--- config.mk ---
export PLATFORM = sky130hd
export DESIGN_NAME = joystick_joint_jog_selector_unit_flat
export DESIGN_NICKNAME = d
export VERILOG_FILES = /design/src/rtl/jjs_pkg.sv /design/src/rtl/jjs_if.sv /design/src/rtl/jjs_step.sv /design/src/rtl/joystick_joint_jog_selector_unit.sv /design/src/flat_wrapper.sv
export SDC_FILE = /design/constraint.sdc
export NUM_CORES = 1
export LEC_CHECK = 0
export ABC_AREA = 1
export BUFFER_PORTS_ARGS = -buffer_cell sky130_fd_sc_hd__buf_2
export CAP_MARGIN = 20
export CORE_UTILIZATION = 60
export CTS_BUF_LIST = sky130_fd_sc_hd__clkbuf_4 sky130_fd_sc_hd__clkbuf_8
export DETAILED_ROUTE_END_ITERATION = 10
export PLACE_DENSITY = 0.84
export SYNTH_ARGS = -nofsm -noshare
export SYNTH_HDL_FRONTEND = slang
export SYNTH_HIERARCHICAL = 1
export SYNTH_SLANG_ARGS = --single-unit
--- constraint.sdc ---
create_clock -name clk -period 7 [get_ports clk]
set_input_delay 1.4 -clock clk [delete_from_list [all_inputs] [get_ports clk]]
set_output_delay 1.4 -clock clk [all_outputs]
set_load 0.1 [all_outputs]
--- src/rtl/jjs_pkg.sv ---
// ----------------------------------------------------------------------------
// jjs_pkg: shared types and constants of the joystick joint jog selector
// Reset values, field widths, register indexes and the per-item decision.
// ----------------------------------------------------------------------------
package jjs_pkg;

  localparam int AXIS_W   = 12;
  localparam int TIME_W   = 32;
  localparam int COOL_W   = 16;
  localparam int ANGLE_W  = 8;
  localparam int JOINT_W  = 3;
  localparam int CFG_IDX_W  = 2;
  localparam int CFG_DATA_W = 16;

  localparam int DEF_JOINTS = 6;

  localparam logic [AXIS_W-1:0]  RST_LOW       = AXIS_W'(1200);
  localparam logic [AXIS_W-1:0]  RST_HIGH      = AXIS_W'(2800);
  localparam logic [COOL_W-1:0]  RST_COOLDOWN  = COOL_W'(300);
  localparam logic [ANGLE_W-1:0] RST_ANGLE_MAX = ANGLE_W'(180);
  localparam logic [ANGLE_W-1:0] RST_ANGLE     = ANGLE_W'(90);

  typedef enum logic [CFG_IDX_W-1:0] {
    REG_LOW_THRESHOLD  = 2'd0,
    REG_HIGH_THRESHOLD = 2'd1,
    REG_COOLDOWN_MS    = 2'd2,
    REG_ANGLE_MAX      = 2'd3
  } cfg_reg_t;

  typedef struct packed {
    logic [AXIS_W-1:0]  low_threshold;
    logic [AXIS_W-1:0]  high_threshold;
    logic [COOL_W-1:0]  cooldown_ms;
    logic [ANGLE_W-1:0] angle_max;
  } cfg_t;

  // Decision for one item, apart from the next joint index
  typedef struct packed {
    logic [ANGLE_W-1:0] angle;
    logic               switched;
    logic               armed;
  } step_t;

endpackage

--- src/rtl/jjs_if.sv ---
// ----------------------------------------------------------------------------
// jjs_in_if / jjs_out_if: sample and result channels
// Valid/ready channels carrying one joystick sample or one jog result.
// ----------------------------------------------------------------------------
interface jjs_in_if;
  import jjs_pkg::*;

  logic              valid;
  logic              ready;
  logic [AXIS_W-1:0] joy_x;
  logic [AXIS_W-1:0] joy_y;
  logic [TIME_W-1:0] now_ms;

  modport source (output valid, output joy_x, output joy_y, output now_ms, input ready);
  modport sink   (input valid, input joy_x, input joy_y, input now_ms, output ready);
endinterface

interface jjs_out_if;
  import jjs_pkg::*;

  logic               valid;
  logic               ready;
  logic [JOINT_W-1:0] moved_joint;
  logic [ANGLE_W-1:0] moved_angle;
  logic [JOINT_W-1:0] selected_joint;
  logic               joint_switched;

  modport source (output valid, output moved_joint, output moved_angle,
                  output selected_joint, output joint_switched, input ready);
  modport sink   (input valid, input moved_joint, input moved_angle,
                  input selected_joint, input joint_switched, output ready);
endinterface

--- src/rtl/jjs_step.sv ---
// ----------------------------------------------------------------------------
// jjs_step: jog and joint-select decision for one sample
// Clamped angle update of the selected joint and the switching decision.
// ----------------------------------------------------------------------------
module jjs_step #(
  parameter int JOINTS = jjs_pkg::DEF_JOINTS,
  parameter int JW     = (JOINTS > 1) ? $clog2(JOINTS) : 1
) (
  input  jjs_pkg::cfg_t                  cfg,
  input  logic [jjs_pkg::AXIS_W-1:0]     joy_x,
  input  logic [jjs_pkg::AXIS_W-1:0]     joy_y,
  input  logic [jjs_pkg::TIME_W-1:0]     now_ms,
  input  logic [jjs_pkg::ANGLE_W-1:0]    angle,
  input  logic [JW-1:0]                  joint,
  input  logic                           armed,
  input  logic [jjs_pkg::TIME_W-1:0]     last_switch,
  output jjs_pkg::step_t                 step,
  output logic [JW-1:0]                  joint_nxt
);
  import jjs_pkg::*;

  logic               x_low, x_high, y_low, y_high, y_mid;
  logic [ANGLE_W:0]   jog;
  logic [ANGLE_W-1:0] angle_new;
  logic [TIME_W-1:0]  elapsed;
  logic               armed_mid, may_switch;
  logic               switched;
  logic [JW-1:0]      joint_up, joint_dn;

  assign x_low  = joy_x < cfg.low_threshold;
  assign x_high = joy_x > cfg.high_threshold;
  assign y_low  = joy_y < cfg.low_threshold;
  assign y_high = joy_y > cfg.high_threshold;
  assign y_mid  = (joy_y > cfg.low_threshold) && (joy_y < cfg.high_threshold);

  // Both jog directions at once cancel out
  always_comb begin
    jog = {1'b0, angle};
    if (x_high && !x_low) begin
      jog = {1'b0, angle} + (ANGLE_W+1)'(1);
    end else if (x_low && !x_high && angle != '0) begin
      jog = {1'b0, angle} - (ANGLE_W+1)'(1);
    end
  end

  assign angle_new = (jog > {1'b0, cfg.angle_max}) ? cfg.angle_max : jog[ANGLE_W-1:0];

  assign elapsed    = now_ms - last_switch;
  assign armed_mid  = armed || y_mid;
  assign may_switch = armed_mid && (elapsed > {{(TIME_W-COOL_W){1'b0}}, cfg.cooldown_ms});

  assign joint_up = (joint == JW'(JOINTS-1)) ? '0 : joint + JW'(1);
  assign joint_dn = (joint == '0) ? JW'(JOINTS-1) : joint - JW'(1);

  // High wins when both directions hold
  always_comb begin
    joint_nxt = joint;
    switched  = 1'b0;
    if (may_switch && y_high) begin
      joint_nxt = joint_up;
      switched  = 1'b1;
    end else if (may_switch && y_low) begin
      joint_nxt = joint_dn;
      switched  = 1'b1;
    end
  end

  assign step = '{angle: angle_new, switched: switched, armed: armed_mid && !switched};

endmodule

--- src/rtl/joystick_joint_jog_selector_unit.sv ---
// ----------------------------------------------------------------------------
// joystick_joint_jog_selector_unit: joystick jog and joint selection
// Jogs the selected joint's angle by X and steps the selection by Y.
// ----------------------------------------------------------------------------
//  channel  | dir | handshake    | payload
//  in_ch    | in  | valid/ready  | joy_x, joy_y, now_ms
//  out_ch   | out | valid/ready  | moved_joint, moved_angle, selected_joint,
//           |     |              | joint_switched
//  cfg_*    | in  | write enable | cfg_index, cfg_wdata
//
// One item per cycle sustained while the result is not stalled; a result passes
// through the sample register, then the result register. The joint state updates
// as an item moves from the sample register into the result register.
// Reset is synchronous; all angles return to 90.
// A stalled result holds; the sample register keeps accepting while it is free.
// ----------------------------------------------------------------------------
module joystick_joint_jog_selector_unit #(
  parameter int JOINTS = jjs_pkg::DEF_JOINTS
) (
  input  logic                             clk,
  input  logic                             rst_n,
  jjs_in_if.sink                           in_ch,
  jjs_out_if.source                        out_ch,
  input  logic                             cfg_we,
  input  logic [jjs_pkg::CFG_IDX_W-1:0]    cfg_index,
  input  logic [jjs_pkg::CFG_DATA_W-1:0]   cfg_wdata
);
  import jjs_pkg::*;

  localparam int JW = (JOINTS > 1) ? $clog2(JOINTS) : 1;

  cfg_t               cfg_r;
  logic               in_valid_r;
  logic [AXIS_W-1:0]  joy_x_r, joy_y_r;
  logic [TIME_W-1:0]  now_ms_r;

  logic [ANGLE_W-1:0] angles_r [JOINTS];
  logic [JW-1:0]      joint_r, joint_nxt;
  logic               armed_r;
  logic [TIME_W-1:0]  last_switch_r;

  logic               out_valid_r;
  logic [JOINT_W-1:0] moved_joint_r, selected_joint_r;
  logic [ANGLE_W-1:0] moved_angle_r;
  logic               switched_r;

  logic               advance;
  step_t              step;

  assign advance      = in_valid_r && (!out_valid_r || out_ch.ready);
  assign in_ch.ready  = !in_valid_r || advance;

  // Configuration registers
  always_ff @(posedge clk) begin
    if (!rst_n) begin
      cfg_r.low_threshold  <= RST_LOW;
      cfg_r.high_threshold <= RST_HIGH;
      cfg_r.cooldown_ms    <= RST_COOLDOWN;
      cfg_r.angle_max      <= RST_ANGLE_MAX;
    end else if (cfg_we) begin
      unique case (cfg_reg_t'(cfg_index))
        REG_LOW_THRESHOLD:  cfg_r.low_threshold  <= cfg_wdata[AXIS_W-1:0];
        REG_HIGH_THRESHOLD: cfg_r.high_threshold <= cfg_wdata[AXIS_W-1:0];
        REG_COOLDOWN_MS:    cfg_r.cooldown_ms    <= cfg_wdata[COOL_W-1:0];
        REG_ANGLE_MAX:      cfg_r.angle_max      <= cfg_wdata[ANGLE_W-1:0];
        default: ;
      endcase
    end
  end

  // Sample register
  always_ff @(posedge clk) begin
    if (!rst_n) begin
      in_valid_r <= 1'b0;
    end else if (in_ch.ready) begin
      in_valid_r <= in_ch.valid;
    end
  end

  always_ff @(posedge clk) begin
    if (in_ch.ready && in_ch.valid) begin
      joy_x_r  <= in_ch.joy_x;
      joy_y_r  <= in_ch.joy_y;
      now_ms_r <= in_ch.now_ms;
    end
  end

  jjs_step #(.JOINTS(JOINTS), .JW(JW)) u_step (
    .cfg         (cfg_r),
    .joy_x       (joy_x_r),
    .joy_y       (joy_y_r),
    .now_ms      (now_ms_r),
    .angle       (angles_r[joint_r]),
    .joint       (joint_r),
    .armed       (armed_r),
    .last_switch (last_switch_r),
    .step        (step),
    .joint_nxt   (joint_nxt)
  );

  // Joint state, advanced once per item
  always_ff @(posedge clk) begin
    if (!rst_n) begin
      for (int i = 0; i < JOINTS; i++) begin
        angles_r[i] <= RST_ANGLE;
      end
      joint_r       <= '0;
      armed_r       <= 1'b1;
      last_switch_r <= '0;
    end else if (advance) begin
      angles_r[joint_r] <= step.angle;
      joint_r           <= joint_nxt;
      armed_r           <= step.armed;
      if (step.switched) begin
        last_switch_r <= now_ms_r;
      end
    end
  end

  // Result register
  always_ff @(posedge clk) begin
    if (!rst_n) begin
      out_valid_r <= 1'b0;
    end else if (advance) begin
      out_valid_r <= 1'b1;
    end else if (out_ch.ready) begin
      out_valid_r <= 1'b0;
    end
  end

  always_ff @(posedge clk) begin
    if (advance) begin
      moved_joint_r    <= JOINT_W'(joint_r);
      moved_angle_r    <= step.angle;
      selected_joint_r <= JOINT_W'(joint_nxt);
      switched_r       <= step.switched;
    end
  end

  assign out_ch.valid          = out_valid_r;
  assign out_ch.moved_joint    = moved_joint_r;
  assign out_ch.moved_angle    = moved_angle_r;
  assign out_ch.selected_joint = selected_joint_r;
  assign out_ch.joint_switched = switched_r;

endmodule
--- src/flat_wrapper.sv ---
// flat-port wrapper written by rule: the top's interface ports become plain ports
module joystick_joint_jog_selector_unit_flat import jjs_pkg::*;
#(
  parameter int JOINTS = jjs_pkg::DEF_JOINTS
)
  (clk, rst_n, cfg_we, cfg_index, cfg_wdata, in_ch_valid, in_ch_joy_x, in_ch_joy_y, in_ch_now_ms, in_ch_ready, out_ch_valid, out_ch_moved_joint, out_ch_moved_angle, out_ch_selected_joint, out_ch_joint_switched, out_ch_ready);
  jjs_in_if in_ch_i ();
  jjs_out_if out_ch_i ();
  input  logic clk;
  input  logic rst_n;
  input  logic cfg_we;
  input  logic [jjs_pkg::CFG_IDX_W-1:0] cfg_index;
  input  logic [jjs_pkg::CFG_DATA_W-1:0] cfg_wdata;
  input wire logic [$bits(in_ch_i.valid)-1:0] in_ch_valid;
  input wire logic [$bits(in_ch_i.joy_x)-1:0] in_ch_joy_x;
  input wire logic [$bits(in_ch_i.joy_y)-1:0] in_ch_joy_y;
  input wire logic [$bits(in_ch_i.now_ms)-1:0] in_ch_now_ms;
  output wire logic [$bits(in_ch_i.ready)-1:0] in_ch_ready;
  output wire logic [$bits(out_ch_i.valid)-1:0] out_ch_valid;
  output wire logic [$bits(out_ch_i.moved_joint)-1:0] out_ch_moved_joint;
  output wire logic [$bits(out_ch_i.moved_angle)-1:0] out_ch_moved_angle;
  output wire logic [$bits(out_ch_i.selected_joint)-1:0] out_ch_selected_joint;
  output wire logic [$bits(out_ch_i.joint_switched)-1:0] out_ch_joint_switched;
  input wire logic [$bits(out_ch_i.ready)-1:0] out_ch_ready;
  assign in_ch_i.valid = in_ch_valid;
  assign in_ch_i.joy_x = in_ch_joy_x;
  assign in_ch_i.joy_y = in_ch_joy_y;
  assign in_ch_i.now_ms = in_ch_now_ms;
  assign in_ch_ready = in_ch_i.ready;
  assign out_ch_valid = out_ch_i.valid;
  assign out_ch_moved_joint = out_ch_i.moved_joint;
  assign out_ch_moved_angle = out_ch_i.moved_angle;
  assign out_ch_selected_joint = out_ch_i.selected_joint;
  assign out_ch_joint_switched = out_ch_i.joint_switched;
  assign out_ch_i.ready = out_ch_ready;
  joystick_joint_jog_selector_unit #(.JOINTS(JOINTS)) u_core (.clk(clk), .rst_n(rst_n), .in_ch(in_ch_i), .out_ch(out_ch_i), .cfg_we(cfg_we), .cfg_index(cfg_index), .cfg_wdata(cfg_wdata));
endmodule
==> impl_metrics.env <==
export IMPL_final_cell_mix="nand2_1 (477), inv_1 (245), nor2_1 (179), edfxtp_1 (135), nand3_1 (126)"
export IMPL_grt_pass1_vias=11055
export IMPL_cts_setup_buffers=0
export IMPL_hpwl_mm=23.90
export IMPL_fmax_mhz=184.7
export IMPL_ir_drop_v=0.0001551
export IMPL_grt_start_max_net_pins=51
export IMPL_synth_seq_cells=224
export IMPL_numCtsBuffers=36
export IMPL_timing_final_crit_share=0.7734
export IMPL_die_w_um=150.1
export IMPL_route_vias_total=11447
export IMPL_clkPwrFrac=0.327
export IMPL_max_stage_delay_ns=0.64
export IMPL_final_common_cell="nand2_1"
export IMPL_pwr_share_seq=0.440
export IMPL_yosysUniqueCellTypes=43
export IMPL_path_max_fanout=33
export IMPL_cts_tree="done"
export IMPL_fin_tns_setup_ns=0
export IMPL_slew_viol_final=0
export IMPL_cts_htree_levels=2
export IMPL_rows=53
export IMPL_drc_errors=0
export IMPL_overflow=0
export IMPL_layout_drive_gt1_share=0.1058
export IMPL_avgRoutedWirePerCell_um=15.52
export IMPL_synthCells=1693
export IMPL_start_util=0.6178
export IMPL_p_int_mw=2.341
export IMPL_routabilityCongestion=0.9837
export IMPL_finalSetupViolations=0
export IMPL_rsz0062_at_grt="false"
export IMPL_power_frac_comb=0.234
export IMPL_slowest_stage="inv_1"
export IMPL_skew_ns=0.01395
export IMPL_relSlewSlack=0.2891
export IMPL_drt_iter0_drc=866
export IMPL_p_per_area_nw_per_um2=238.7
export IMPL_synth_area_sq_um=13150
export IMPL_wirelength_mm=32.42
export IMPL_crit_path_end_kind="flip-flop"
export IMPL_antenna_found_initial=0
export IMPL_yosysSeqAreaShare=0.4437
export IMPL_cpMostUsedCell="nand2_1"
export IMPL_synth_net_count=1879
export IMPL_cts_root_buffer="clkbuf_8"
export IMPL_die_area_sq_um=22520
export IMPL_drt_vias_per_instance=5.480
export IMPL_finalNonFillerCells=2089
export IMPL_p_sw_frac=0.3239
export IMPL_yosysWarnings=6
export IMPL_leakage_nw=6.720
export IMPL_hold_violations=0
export IMPL_die_h_um=150.1
export IMPL_clockBufferDepth=3
export IMPL_cp_data_required_time_ns=7.23
export IMPL_place_inst=2024
export IMPL_numPortBuffers=95
export IMPL_crit_path_start_kind="flip-flop"
export IMPL_drt_first_pass_iters=6
export IMPL_hold_path_class="reg -> reg"
export IMPL_num_io_pins=96
export IMPL_min_period_ns=5.414
export IMPL_nNetsFinal=1973
export IMPL_core_area_sq_um=21290
export IMPL_post_cts_resize_count=0
export IMPL_insertion_delay_ns=0.53
export IMPL_criticalPathCategory="reg -> reg"
export IMPL_cts_sinks=224
export IMPL_cp_arrival_ns=5.64
export IMPL_hold_buffers=0
export IMPL_cts_clk_slew_worst_paths_ns=0.06
export IMPL_power_switching_mw=1.122
export IMPL_status="completed"
export IMPL_antenna_cells=0
export IMPL_area_growth_pct=10.28
export IMPL_max_cap_violations=0
export IMPL_ant_nets=0
export IMPL_avgSynthCellArea_sq_um=7.768
export IMPL_grt_pass1_wl_mm=52.70
export IMPL_worst_pin_slew_ns=1.062
export IMPL_grt_usage=0.2976
-- power by group through the flow --
stage | clock [mW] | combinational, mW | sequential [mW]
2_1_floorplan | 0 | 0.524 | 1.61
3_3_place_gp | 0 | 0.769 | 1.55
3_5_place_dp | 0 | 0.793 | 1.55
4_1_cts | 1.15 | 0.799 | 1.52
5_1_grt | 1.21 | 0.906 | 1.53
6_report | 1.13 | 0.809 | 1.52
-- worst paths after layout --
| path | from | to | slack (ns) | cells after the start |
|---|---|---|---|---|
| worst max-delay path | flip-flop | u_core/angles_r[1][4] | 1.59 | 30 |
| worst min register to register | u_core/last_switch_r[20] | u_core/last_switch_r[20] | 0.46 | 2 |
| worst min-delay path | u_core/last_switch_r[20] | u_core/last_switch_r[20] | 0.46 | 2 |
| worst max register to register | flip-flop | u_core/angles_r[1][4] | 1.59 | 30 |
-- critical path, delay by kind of cell (launching register included) --
kind | cells | cell delay (ns)
simple gates | 15 | 2.17
buf+inv | 5 | 1.26
compound gates | 8 | 0.87
fa+ha+maj | 2 | 0.49
flops | 1 | 0.30
-- metal layers --
layer | GRT usage | share of wire
met3 | 0.04665 | 0.077
met5 | 0 | 0
met4 | 0.1061 | 0.028
met1 | 0.3744 | 0.41
met2 | 0.5157 | 0.48
-- kinds of logic (layout without fill, tap and decap cells) --
kind of cell,after synthesis,after routing,synth area share
buf+inv,292,413,0.08829
compound gates,203,203,0.08182
simple gates,840,840,0.2658
flops,224,224,0.4437
xor+xnor,27,27,0.01798
fa+ha+maj,107,107,0.1024
-- Yosys cell counts --
master    count  area (sq um)
o21ai_1       2         10.01
a211oi_1      2         15.01
nand3_4       1         17.52
and3_1        1         6.260
dfxtp_1      89          1782
a21oi_2       1         8.760
clkbuf_1     25         93.84
inv_2         2         7.510
o211ai_1      1         7.510
xnor2_1       3         26.28
a21oi_1     104         520.5
nor2_2        4         25.02
or2_2         1         6.260
o21bai_1      5         37.54
nor4_1        1         6.260
a41oi_1       1         8.760
nand2_2      10         62.56
a31oi_1       1         6.260
and2_1        1         6.260
nor2_1      179         671.9
o21ai_2       1         8.760
nand3b_4      1         20.02
buf_4         2         15.01
o21a_1        5         37.54
nand3b_1      2         15.01
buf_6         6         67.56
nand3_1     126         630.6
or2_0         1         6.260
ha_1        106          1326
fa_1          1         20.02
edfxtp_1    135          4054
nor3_1        6         30.03
nand4_1      24         150.1
nor2_4        1         11.26
xor2_1       24         210.2
buf_2        10         50.05
a21oi_4       1         16.27
o21ai_0      78         390.4
inv_1       246         923.4
clkinv_1      1         3.750
nand2_1     477          1790
nand3_2       4         40.04
o221ai_1      1         8.760
-- flip-flops by register name (all words and copies together) (netlist names), 8 cells and up, named ones only --
signal                     count
u_core/angles_r               64
u_core/cfg_r                  48
u_core/joy_x_r                12
u_core/last_switch_r          32
u_core/now_ms_r               32
u_core/out_ch.moved_angle      8
u_core/joy_y_r                12
-- through the flow --
stage                 util  hold WS (ns)  power [mW]  setup slack, ns  cell area [sq um]
floorplan                -        0.4325       2.134            2.995              13150
global placement    0.6471        0.4425       2.316            1.905              13770
detailed placement  0.6471        0.4547       2.342            1.740              13770
CTS                 0.6814        0.4643       3.474            1.708              14500
global route        0.6814        0.4748       3.640            1.006              14500
finish              0.6814        0.4608       3.462            1.586              14500
-- cell type report --
class | instances | area (sq um)
clock buffer | 55 | 675.6
clock inverter | 10 | 53.80
fill | 1735 | 6783
inverter | 249 | 934.6
multi-input combinational | 1177 | 6155
sequential | 224 | 5836
tap | 275 | 344.1
timing repair buffer | 99 | 505.5
Power figures use the tool's default switching activity.
